===== config.mk =====
export PLATFORM = sky130hd
export DESIGN_NAME = tac_pair_qualify_top_two
export DESIGN_NICKNAME = d
export VERILOG_FILES = /design/src/tpq_pkg.sv /design/src/tpq_qualify.sv /design/src/tpq_rank.sv /design/src/tac_pair_qualify_top_two.sv
export SDC_FILE = /design/constraint.sdc
export NUM_CORES = 1
export LEC_CHECK = 0
export ABC_AREA = 0
export BUFFER_PORTS_ARGS = -buffer_cell sky130_fd_sc_hd__buf_2
export CAP_MARGIN = 30
export CORE_UTILIZATION = 42
export CTS_CLUSTER_SIZE = 25
export DETAILED_ROUTE_END_ITERATION = 10
export MAX_ROUTING_LAYER = met4
export REMOVE_ABC_BUFFERS = 1
export SLEW_MARGIN = 15
export SYNTH_ARGS = -nofsm -noshare
export SYNTH_HDL_FRONTEND = slang
export SYNTH_SLANG_ARGS = --single-unit

===== constraint.sdc =====
create_clock -name clk -period 11.8 [get_ports clk]
set_input_delay 3.54 -clock clk [delete_from_list [all_inputs] [get_ports clk]]
set_output_delay 3.54 -clock clk [all_outputs]
set_load 0.005 [all_outputs]

===== src/tpq_pkg.sv =====
// ----------------------------------------------------------------------------
// tpq_pkg
// Shared types and constants for the timing-pair qualifier with top-two
// selection per board.
// ----------------------------------------------------------------------------
package tpq_pkg;

	// Field widths fixed by the interface.
	localparam int TAC_W   = 12;
	localparam int SUM_W   = 13;
	localparam int BOARD_W = 2;
	localparam int POS_W   = 3;
	localparam int IDX_W   = 4;
	localparam int CFG_IDX_W = 2;

	// Number of ranked pair positions on each board.
	localparam int PAIRS_PER_BOARD = 8;

	// Default number of boards with tracking state.
	localparam int BOARD_COUNT_DEF = 4;

	// Configuration register indexes.
	localparam logic [CFG_IDX_W-1:0] REG_TAC_LOW  = 2'd0;
	localparam logic [CFG_IDX_W-1:0] REG_TAC_HIGH = 2'd1;
	localparam logic [CFG_IDX_W-1:0] REG_TAC_DIFF = 2'd2;

	// Configuration reset values.
	localparam logic [TAC_W-1:0] TAC_LOW_RST  = 12'd0;
	localparam logic [TAC_W-1:0] TAC_HIGH_RST = 12'd4095;
	localparam logic [TAC_W-1:0] TAC_DIFF_RST = 12'd4095;

	// Qualification window and difference limit.
	typedef struct packed {
		logic [TAC_W-1:0] low;
		logic [TAC_W-1:0] high;
		logic [TAC_W-1:0] diff;
	} cfg_t;

	// Outcome of the pair checks.
	typedef struct packed {
		logic [SUM_W-1:0] sum;
		logic             accepted;
	} qual_t;

	// Top-two tracking state of one board.
	typedef struct packed {
		logic [SUM_W-1:0] best_sum;
		logic [SUM_W-1:0] second_sum;
		logic [IDX_W-1:0] best_idx;
		logic [IDX_W-1:0] second_idx;
	} rank_entry_t;

endpackage


===== src/tpq_qualify.sv =====
// ----------------------------------------------------------------------------
// tpq_qualify
// Window and difference checks on one timing pair, and the pair sum.
// ----------------------------------------------------------------------------
module tpq_qualify import tpq_pkg::*; (
	input  cfg_t             cfg,
	input  logic [TAC_W-1:0] tac_a,
	input  logic [TAC_W-1:0] tac_b,
	output qual_t            qual
);

	logic [TAC_W-1:0] diff;
	logic             a_in_win;
	logic             b_in_win;
	logic             ok;

	// Absolute difference of the two values.
	assign diff = (tac_a > tac_b) ? (tac_a - tac_b) : (tac_b - tac_a);

	// Both members must lie inside the window; an inverted window rejects all.
	assign a_in_win = (tac_a >= cfg.low) && (tac_a <= cfg.high);
	assign b_in_win = (tac_b >= cfg.low) && (tac_b <= cfg.high);
	assign ok       = a_in_win && b_in_win && (diff <= cfg.diff);

	// A rejected pair yields a zero sum.
	assign qual.accepted = ok;
	assign qual.sum      = ok ? ({1'b0, tac_a} + {1'b0, tac_b}) : '0;

endmodule


===== src/tpq_rank.sv =====
// ----------------------------------------------------------------------------
// tpq_rank
// Per-board tracking of the largest and second-largest pair sums and their
// positions, updated by one read-modify-write per transfer.
// ----------------------------------------------------------------------------
module tpq_rank import tpq_pkg::*; #(
	parameter int BOARD_COUNT = BOARD_COUNT_DEF
) (
	input  logic               clk,
	input  logic               arst_n,
	input  logic               upd_en,
	input  logic [BOARD_W-1:0] board,
	input  logic [POS_W-1:0]   pos,
	input  logic [SUM_W-1:0]   sum,
	output logic [IDX_W-1:0]   best_pos,
	output logic [IDX_W-1:0]   second_pos
);

	rank_entry_t            entry_q [BOARD_COUNT];
	logic [BOARD_COUNT-1:0] hit;
	rank_entry_t            cur;
	rank_entry_t            base;
	rank_entry_t            nxt;
	logic                   in_range;
	logic                   ranked;
	logic [IDX_W-1:0]       one_based;

	// Board decode and selection of the addressed entry.
	always_comb begin
		cur = '0;
		for (int b = 0; b < BOARD_COUNT; b++) begin
			hit[b] = (32'(board) == b);
			if (hit[b]) begin
				cur = entry_q[b];
			end
		end
	end

	assign in_range  = (32'(board) < BOARD_COUNT);
	assign ranked    = (32'(pos) < PAIRS_PER_BOARD);
	assign one_based = {1'b0, pos} + 4'd1;

	// Restart clears the entry before ranking; strict compares keep ties.
	always_comb begin
		base = (pos == '0) ? '0 : cur;
		nxt  = base;
		if (ranked) begin
			if (sum > base.best_sum) begin
				nxt.second_sum = base.best_sum;
				nxt.second_idx = base.best_idx;
				nxt.best_sum   = sum;
				nxt.best_idx   = one_based;
			end else if (sum > base.second_sum) begin
				nxt.second_sum = sum;
				nxt.second_idx = one_based;
			end
		end
	end

	// Reported positions come from the updated entry.
	assign best_pos   = in_range ? nxt.best_idx : '0;
	assign second_pos = in_range ? nxt.second_idx : '0;

	// State write-back.
	always_ff @(posedge clk or negedge arst_n) begin
		if (!arst_n) begin
			for (int b = 0; b < BOARD_COUNT; b++) begin
				entry_q[b] <= '0;
			end
		end else if (upd_en) begin
			for (int b = 0; b < BOARD_COUNT; b++) begin
				if (hit[b]) begin
					entry_q[b] <= nxt;
				end
			end
		end
	end

	// The best sum never falls below the second sum.
	a_sum_order: assert property (@(posedge clk) disable iff (!arst_n)
		cur.best_sum >= cur.second_sum)
		else $error("best sum below second sum");

	// A second position is only held once a best position exists.
	a_idx_order: assert property (@(posedge clk) disable iff (!arst_n)
		(cur.second_idx != '0) |-> (cur.best_idx != '0))
		else $error("second position without best position");

	// A nonzero best sum always has its position recorded.
	a_sum_has_idx: assert property (@(posedge clk) disable iff (!arst_n)
		(cur.best_sum != '0) |-> (cur.best_idx != '0))
		else $error("best sum without position");

endmodule


===== src/tac_pair_qualify_top_two.sv =====
// ----------------------------------------------------------------------------
// tac_pair_qualify_top_two
// Timing-pair qualifier with top-two selection of pair sums per board.
// ----------------------------------------------------------------------------
// The block takes one pair transfer in every clock cycle while in_stall is low
// and returns one result per pair: the pair is captured in an input register,
// then qualified, summed and ranked against its board's state and captured
// in the result register. The sustained rate of one pair per cycle is set by
// the per-board read-modify-write of the tracking state, which is written
// back as the pair enters the result register, so pairs for the same board
// may follow each other with no gap. Output stall holds the result register;
// the input register still takes a pair while it is empty. The user must
// write configuration through the plain write port only while no pair is in
// flight; the block does not enforce this. There is no clearing pass after reset.
// ----------------------------------------------------------------------------
module tac_pair_qualify_top_two import tpq_pkg::*; #(
	parameter int BOARD_COUNT = BOARD_COUNT_DEF
) (
	input  logic                 clk,
	input  logic                 arst_n,
	// Configuration write port.
	input  logic                 cfg_wr_en,
	input  logic [CFG_IDX_W-1:0] cfg_index,
	input  logic [TAC_W-1:0]     cfg_wdata,
	// Input channel.
	input  logic                 in_valid,
	output logic                 in_stall,
	input  logic [BOARD_W-1:0]   board,
	input  logic [POS_W-1:0]     pair_position,
	input  logic [TAC_W-1:0]     tac_first,
	input  logic [TAC_W-1:0]     tac_second,
	// Output channel.
	output logic                 out_valid,
	input  logic                 out_stall,
	output logic [SUM_W-1:0]     pair_sum,
	output logic                 pair_accepted,
	output logic [IDX_W-1:0]     best_position,
	output logic [IDX_W-1:0]     second_position
);

	cfg_t               cfg_q;
	logic               valid_s1;
	logic [BOARD_W-1:0] board_s1;
	logic [POS_W-1:0]   pos_s1;
	logic [TAC_W-1:0]   tac_a_s1;
	logic [TAC_W-1:0]   tac_b_s1;
	logic               valid_s2;
	logic [SUM_W-1:0]   sum_s2;
	logic               accepted_s2;
	logic [IDX_W-1:0]   best_s2;
	logic [IDX_W-1:0]   second_s2;
	logic               advance;
	logic               in_xfer;
	qual_t              qual;
	logic [IDX_W-1:0]   best_pos;
	logic [IDX_W-1:0]   second_pos;

	// Configuration registers.
	always_ff @(posedge clk or negedge arst_n) begin
		if (!arst_n) begin
			cfg_q.low  <= TAC_LOW_RST;
			cfg_q.high <= TAC_HIGH_RST;
			cfg_q.diff <= TAC_DIFF_RST;
		end else if (cfg_wr_en) begin
			unique case (cfg_index)
				REG_TAC_LOW:  cfg_q.low  <= cfg_wdata;
				REG_TAC_HIGH: cfg_q.high <= cfg_wdata;
				REG_TAC_DIFF: cfg_q.diff <= cfg_wdata;
				default: ;
			endcase
		end
	end

	// Pipeline control: stage 1 moves on when the result register is free.
	assign advance  = !valid_s2 || !out_stall;
	assign in_stall = valid_s1 && !advance;
	assign in_xfer  = in_valid && !in_stall;

	// Input register.
	always_ff @(posedge clk or negedge arst_n) begin
		if (!arst_n) begin
			valid_s1 <= 1'b0;
		end else if (!in_stall) begin
			valid_s1 <= in_valid;
		end
	end

	always_ff @(posedge clk) begin
		if (in_xfer) begin
			board_s1 <= board;
			pos_s1   <= pair_position;
			tac_a_s1 <= tac_first;
			tac_b_s1 <= tac_second;
		end
	end

	// Pair checks and sum.
	tpq_qualify u_qualify (
		.cfg   (cfg_q),
		.tac_a (tac_a_s1),
		.tac_b (tac_b_s1),
		.qual  (qual)
	);

	// Per-board ranking; state is updated when the pair leaves stage 1.
	tpq_rank #(
		.BOARD_COUNT (BOARD_COUNT)
	) u_rank (
		.clk        (clk),
		.arst_n     (arst_n),
		.upd_en     (valid_s1 && advance),
		.board      (board_s1),
		.pos        (pos_s1),
		.sum        (qual.sum),
		.best_pos   (best_pos),
		.second_pos (second_pos)
	);

	// Result register.
	always_ff @(posedge clk or negedge arst_n) begin
		if (!arst_n) begin
			valid_s2 <= 1'b0;
		end else if (advance) begin
			valid_s2 <= valid_s1;
		end
	end

	always_ff @(posedge clk) begin
		if (valid_s1 && advance) begin
			sum_s2      <= qual.sum;
			accepted_s2 <= qual.accepted;
			best_s2     <= best_pos;
			second_s2   <= second_pos;
		end
	end

	assign out_valid       = valid_s2;
	assign pair_sum        = sum_s2;
	assign pair_accepted   = accepted_s2;
	assign best_position   = best_s2;
	assign second_position = second_s2;

	// A rejected pair always reports a zero sum.
	a_reject_zero: assert property (@(posedge clk) disable iff (!arst_n)
		(valid_s2 && !accepted_s2) |-> (sum_s2 == '0))
		else $error("rejected pair with nonzero sum");

	// Input stall is only raised while stage 1 holds a pair.
	a_stall_full: assert property (@(posedge clk) disable iff (!arst_n)
		in_stall |-> valid_s1)
		else $error("input stalled with empty stage 1");

	// A pair held in stage 1 is not dropped while the output is stalled.
	a_s1_hold: assert property (@(posedge clk) disable iff (!arst_n)
		(valid_s1 && !advance) |=> valid_s1)
		else $error("stage 1 pair lost under stall");

endmodule


==> reports/metrics.csv, run 1 <==
stage,metric,value,unit
placement,GPL Wtd Cong,0.903,
power_and_ir_drop,Sw Share,34.4,%
clock_tree,Worst-path clk slew,60,ps
synth,syn_area_per_cell,9.91,um^2
clock_tree,clock sink count,225,
final_layout,Area Overhead vs Synth,12.6,%
detailed_routing,remaining routing DRC violations,0,
synth,number of flops mapped to enable cells by yosys,51,
critical_path,worst path bufs/invs,3,
critical_path,CP top delay family,simple AND/OR/NAND/NOR gates,
synth,Syn Std Cell Area,13500,um^2
global_route,initial antenna violation count,0,
outcome,status,"complete, no violations",
clock_tree,clk root buf,clkbuf_16,
sta,Tcrit/Tclk final,68.2,%
global_route,largest net degree at the start of global routing,99,
clock_tree,CTS Hold Bufs,0,
detailed_routing,Vias,10354,
global_route,all-layer global routing usage,22.9,%
worst_hold_path,worst hold stages,2,
global_route,vias in the first global route,10366,
placement,hpwl dp,24400,um
power_and_ir_drop,proportion of power drawn by the clock network,28.7,%
final_layout,utilization after layout,48.1,%
synth,cells after synthesis,1358,
sta,Setup Skew,16.0,ps
critical_path,CP Max Fanout,21,
power_and_ir_drop,Flop pwr share,38.8,%
critical_path,Worst Reg-to-Reg Cells,26,
clock_tree,CTS tree,yes,
critical_path,"slowest stage cell, crit path",nor3_1,
critical_path,"slowest stage delay, CP",900,ps
job,Max-Cap Viols,0,
global_route,total grt overflow,0,
critical_path,Crit path depth,26,
critical_path,Worst Path Required,12090,ps
detailed_routing,DRT iter0 DRCs,885,
sta,max_slew headroom,33.0,%
placement,placed insts,1779,
global_route,first-pass GRT wire length,57700,um
clock_tree,post_cts resized,0,
clock_tree,Post-CTS Setup Bufs,0,
synth,post-synth cell types,66,
critical_path,arrival time of the worst setup path,8340,ps
detailed_routing,"antenna viol nets, final",0,
sta,Fmax,0.124,GHz
die,die area,32800,um^2
final_layout,"commonest non-fill, non-tap cells in the layout","186 x nand2_1, 150 x dfrtp_1, 127 x o21ai_0",
power_and_ir_drop,switching pwr,0.000985,W
power_and_ir_drop,Lkg Pwr,6.71,nW
final_layout,fin cells,1829,
sta,Tightest Pin Transition,997,ps
final_layout,"commonest non-fill, non-tap cell in the layout",nand2_1,
clock_tree,H-tree depth,1,
synth,ys flop type,dfrtp_1,
synth,"Warnings, synthesis",0,
power_and_ir_drop,Logic pwr share,32.5,%
clock_tree,total CTS buffers,26,
die,Starting Density,42.7,%
worst_hold_path,Hold Crit Class,flop to flop,
power_and_ir_drop,Int Pwr,0.00188,W
sta,Hold Slack,473,ps
clock_tree,clk_lat worst skew,550,ps
final_layout,ANT cells,0,
sta,setup_tns,0,ps
final_layout,Final nets,1581,
die,I/O pins,72,
sta,Hold Fails Final Rpt,0,
synth,"Async S/R FF share, synth",77.3,%
die,Site Rows,65,
placement,# port buffers,71,
synth,Seq cells post-synth,225,
sta,final setup violation count,0,
power_and_ir_drop,Power Dens Cells,189,nW/um^2
sta,max-slew violations,0,
detailed_routing,Pre-antenna DRT Iters,6,
detailed_routing,Via density,5.66,
critical_path,Setup crit end kind,flop,
power_and_ir_drop,Max rail drop VDD,98.1,uV
die,Die Wd,181,um
clock_tree,CTS max path bufs,3,
die,die height,181,um
die,Core Area,31600,um^2
critical_path,startpoint types,flop,
sta,RSZ-0062 raised after global routing,no,
synth,sequential area share after synthesis,43.9,%
final_layout,share of layout cells above drive strength 1,16.7,%
critical_path,CP Class,flop to flop,
sta,Tmin final,8050,ps
detailed_routing,wire per inst,19.4,um
detailed_routing,DRT Wirelength,35500,um
[worst paths after layout]
| path | from | end | slack [ps] |
|---|---|---|---|
| setup / recovery | tac_a_s1[0] | second_position[0] | 3750 |
| min in group asynchronous | arst_n | u_rank.entry_q[92] | 2910 |
| hold / removal | u_rank.entry_q[6] | u_rank.entry_q[6] | 470 |
| max in group asynchronous | arst_n | cfg_q[12] | 7460 |
| setup reg to reg | tac_a_s1[0] | second_position[0] | 3750 |
| hold reg to reg | u_rank.entry_q[6] | u_rank.entry_q[6] | 470 |
[Yosys cell counts, types with 5 or more instances]
library cell    n  area, um^2
nand2_1       186         698
dfrtp_1       150        3750
o21ai_0       127         636
ha_1          123        1540
inv_1          91         342
a21oi_1        78         390
nor2_1         78         293
nand3_1        56         280
edfxtp_1       51        1530
clkbuf_1       43         161
mux4_2         34         766
mux2_2         31         349
a31oi_1        30         188
dfstp_2        24         631
nor3_1         19        95.1
nand4_1        18         113
a21o_1         16         120
buf_2          16        80.1
xnor2_1        15         131
o21ai_1        12        60.1
nor2b_1        11        68.8
and2_1         10        62.6
o31ai_1        10        75.1
buf_1           8        30.0
nor3_2          8        80.1
or3_1           8        50.1
and3_1          7        43.8
nand2b_1        7        43.8
o211ai_1        7        52.6
o21a_1          6        45.0
o31a_1          6        52.6
a2111oi_0       5        43.8
a211oi_1        5        37.5
a22o_1          5        43.8
o21bai_1        5        37.5
[cell type report]
type,instances,area [um^2]
tap,402,503
clock inverter,8,97.6
fill,2927,16400
timing repair buffer,89,584
multi-input combinational,974,6950
inverter,91,342
clock buffer,40,776
sequential,225,5920
[state kept, by name (all words and copies together), names as in the netlist]
signal	flops
tac_b_s1	12
board_s1	2
pair_accepted	1
best_position	4
tac_a_s1	12
pair_sum	13
second_position	4
u_rank.entry_q	136
valid_s1	1
out_valid	1
cfg_q	36
pos_s1	3
[per-layer routing]
metal	wire (um)	track usage, %	up-vias	part of all wire (%)
li1	-	-	4963	-
met1	17500	33.3	5021	49
met2	15300	33.8	318	43
met3	2030	2.96	52	5.7
met4	729	5.80	0	2.1
met5	0	-	-	0
[power groups by stage]
stage	logic, W	clock network (W)	registers (W)
after detailed placement	0.000913	0	0.00112
after CTS	0.000918	0.000840	0.00111
after global placement	0.000896	0	0.00112
final	0.000929	0.000821	0.00111
after floorplan	0.000663	0	0.00110
after global routing	0.00105	0.000867	0.00114
[logic make-up (layout without fill, tap and decap cells)]
family / after synthesis / count (layout) / synth area share, %
xor+xnor: 18 / 18 / 1.17
compound gates: 330 / 330 / 14.5
fa+ha+maj: 126 / 126 / 11.9
simple gates: 430 / 430 / 15.2
flops: 225 / 225 / 43.9
mux: 70 / 70 / 8.66
buf+inv: 159 / 228 / 4.64
[stage by stage]
step	setup slack (ps)	power, W	instance area (um^2)
2_1_floorplan	3600	0.00176	13200
3_3_place_gp	4030	0.00201	14200
5_1_grt	3250	0.00305	15200
4_1_cts	3880	0.00287	15100
6_report	3750	0.00286	15200
3_5_place_dp	3900	0.00204	14200
[worst register-to-register path: cells and delay by family, from the launching register on]
family                   cells  cell delay (ps)
AND/OR/NAND/NOR              6             2820
AO/OA/AOI/OAI               11             2610
adder cells (fa/ha/maj)      4             1170
flip-flops                   1              420
multiplexers                 1              390
buffers and inverters        3              260
XOR/XNOR                     1              140
(Power assumes the default switching activity.)
==> run 2: changes to the inputs <==
==> constraint.sdc (replaced) <==
create_clock -name clk -period 7.1 [get_ports clk]
set_input_delay 2.13 -clock clk [delete_from_list [all_inputs] [get_ports clk]]
set_output_delay 2.13 -clock clk [all_outputs]
set_load 0.005 [all_outputs]
==> run 2 against run 1 <==
  * Wire length hardly changed
  * Hold slack better by 2.7 ps
  * Register-to-register slack worse by 3400 ps
  * Critical endpoint is now u_rank.entry_q[43]
  * Sequential share of layout area is 0.75 points lower
  * Sequential cell count stayed put
  * Largest cell class unchanged
  * Clock skew is 3.2 ps higher
==> reports/metrics.csv, run 2 (synthesis results as in run 1) <==
stage,metric,value,unit,change
final_layout,FF+latch area,5920,um^2,unchanged
sta,final setup violation count,0,,unchanged
clock_tree,CTS tree,yes,,
die,Site Rows,65,,unchanged
critical_path,"Top cell by count, worst path",ha_1,,
global_route,largest net degree at the start of global routing,69,,-30%
placement,# port buffers,71,,unchanged
final_layout,share of layout cells above drive strength 1,19.6,%,+2.9 points
final_layout,ANT cells,0,,unchanged
die,die height,181,um,unchanged
clock_tree,clock sink count,225,,unchanged
global_route,vias in the first global route,10386,,+0.19%
critical_path,"slowest stage cell, crit path",or4_1,,
detailed_routing,"antenna viol nets, final",0,,unchanged
sta,worst setup margin,344,ps,-3400 ps
power_and_ir_drop,proportion of power drawn by the clock network,29.0,%,+0.3 points
detailed_routing,DRT iter0 DRCs,697,,-21%
critical_path,"slowest stage delay, CP",500,ps,-400 ps
final_layout,Biggest register,u_rank.entry_q,,
power_and_ir_drop,Int Pwr,0.00320,W,+70%
final_layout,utilization after layout,49.0,%,+0.94 points
detailed_routing,Pre-antenna DRT Iters,5,,-1
global_route,total grt overflow,0,,unchanged
die,die area,32800,um^2,unchanged
final_layout,Filler cells,2946,,+0.65%
global_route,first-pass GRT wire length,57600,um,-0.20%
critical_path,Setup crit end kind,flop,,
die,Core Area,31600,um^2,unchanged
clock_tree,clk root buf,clkbuf_16,,
power_and_ir_drop,total power,0.00486,W,+70%
placement,Setup WS pre-CTS,105,ps,-3800 ps
power_and_ir_drop,Power Dens Cells,315,nW/um^2,+67%
critical_path,CP Class,flop to flop,,
clock_tree,Worst-path clk slew,60,ps,about the same
sta,Fmax,0.148,GHz,+19%
final_layout,max reg flops,136,,unchanged
final_layout,"commonest non-fill, non-tap cell in the layout",nand2_1,,
critical_path,Worst Path Required,7530,ps,-4560 ps
final_layout,Final nets,1612,,+2.0%
placement,hpwl dp,24600,um,+1.0%
sta,Tcrit/Tclk final,95.2,%,+27 points
global_route,all-layer global routing usage,22.9,%,-0.068 points
power_and_ir_drop,Flop pwr share,38.0,%,-0.8 points
placement,GPL Wtd Cong,0.887,,-1.7%
detailed_routing,remaining routing DRC violations,0,,unchanged
sta,Tightest Pin Transition,960,ps,-37.3 ps
critical_path,CP top delay family,compound AO/OA/AOI/OAI gates,,
final_layout,Area Overhead vs Synth,14.8,%,
die,I/O pins,72,,unchanged
job,Max-Cap Viols,0,,unchanged
power_and_ir_drop,Sw Share,34.3,%,-0.15 points
power_and_ir_drop,Lkg Pwr,6.88,nW,+2.6%
power_and_ir_drop,Logic pwr share,33.0,%,+0.5 points
critical_path,arrival time of the worst setup path,7180,ps,-1160 ps
detailed_routing,Via density,5.58,,-1.4%
final_layout,"commonest non-fill, non-tap cells in the layout","186 x nand2_1, 150 x dfrtp_1, 125 x o21ai_0",,
clock_tree,CTS max path bufs,3,,unchanged
global_route,initial antenna violation count,0,,unchanged
critical_path,CP Max Fanout,50,,+140%
critical_path,startpoint types,flop,,
critical_path,worst path bufs/invs,5,,+2
final_layout,area of the multi-input gates,7020,um^2,+1.0%
worst_hold_path,Hold Crit Class,flop to flop,,
detailed_routing,Vias,10379,,+0.24%
sta,Hold Fails Final Rpt,0,,unchanged
outcome,status,"complete, no violations",,
die,Starting Density,42.7,%,unchanged
critical_path,worst reg2reg setup slack,340,ps,-3400 ps
clock_tree,total CTS buffers,26,,unchanged
power_and_ir_drop,Max rail drop VDD,249,uV,+150%
clock_tree,H-tree depth,1,,unchanged
sta,max_slew headroom,36.0,%,+3.0 points
power_and_ir_drop,switching pwr,0.00167,W,+69%
detailed_routing,wire per inst,19.1,um,-1.7%
die,Die Wd,181,um,unchanged
detailed_routing,DRT Wirelength,35500,um,about the same
sta,Tmin final,6760,ps,-1300 ps
sta,max-slew violations,0,,unchanged
sta,Setup Skew,19.1,ps,+3.18 ps
clock_tree,clk_lat worst skew,550,ps,about the same
[run 2: layout make-up]
| class | count | share of cell area [%] |
|---|---|---|
| Clock buffer | 29 | 4.28 |
| Clock inverter | 19 | 1.51 |
| Inverter | 91 | 2.21 |
| Multi-Input combinational cell | 974 | 45.4 |
| Sequential cell | 225 | 38.3 |
| Tap cell | 402 | 3.25 |
| Timing Repair Buffer | 120 | 5.11 |
[run 2: tightest hold or removal path: cells and delay by family, from the launching register on]
kind,cells,cell delay [ps]
flip-flops,1,330
AND/OR/NAND/NOR,1,40
AO/OA/AOI/OAI,1,60
[run 2: per-stage QoR]
stage                     area (um^2)  instances  hold WS, ps  TNS, ps
after floorplan                 13200       1290          441  -111530
after global placement          14400       1803          455        0
after detailed placement        14400       1804          460        0
after CTS                       15300       1852          474        0
after global routing            15500       1860          498    -67.5
final                           15500       1860          476        0
[run 2: layer usage]
metal / wire [um] / GRT usage, % / up-vias
met4: 768 / 5.83 / 0
met1: 17300 / 32.5 / 5020
met5: 0 / - / -
met2: 15600 / 34.7 / 285
li1: - / - / 5026
met3: 1850 / 2.68 / 48
[run 2: final timing paths]
kind                               startpoint                 end  cells past startpoint
setup / recovery                  tac_a_s1[0]  u_rank.entry_q[43]                     28
hold / removal             u_rank.entry_q[58]  u_rank.entry_q[58]                      2
setup reg to reg                  tac_a_s1[0]  u_rank.entry_q[43]                     28
hold reg to reg            u_rank.entry_q[58]  u_rank.entry_q[58]                      2
max in group asynchronous              arst_n           cfg_q[30]                      2
min in group asynchronous              arst_n  u_rank.entry_q[95]                      1
[run 2: timing repair]
item | in CTS | in global routing
endpoints found under the hold margin | 0 | 0
setup buffers | 0 | 6
hold buffers | 0 | 0
endpoints found under the setup margin | 0 | 141
gates resized for setup | 0 | 18
[run 2: power groups by stage]
stage | Sequential (W) | Clock, W | Combinational, W
after floorplan | 0.00182 | 0 | 0.00110
after global placement | 0.00186 | 0 | 0.00154
after detailed placement | 0.00187 | 0 | 0.00157
after CTS | 0.00185 | 0.00144 | 0.00157
after global routing | 0.00189 | 0.00150 | 0.00181
final | 0.00185 | 0.00141 | 0.00161
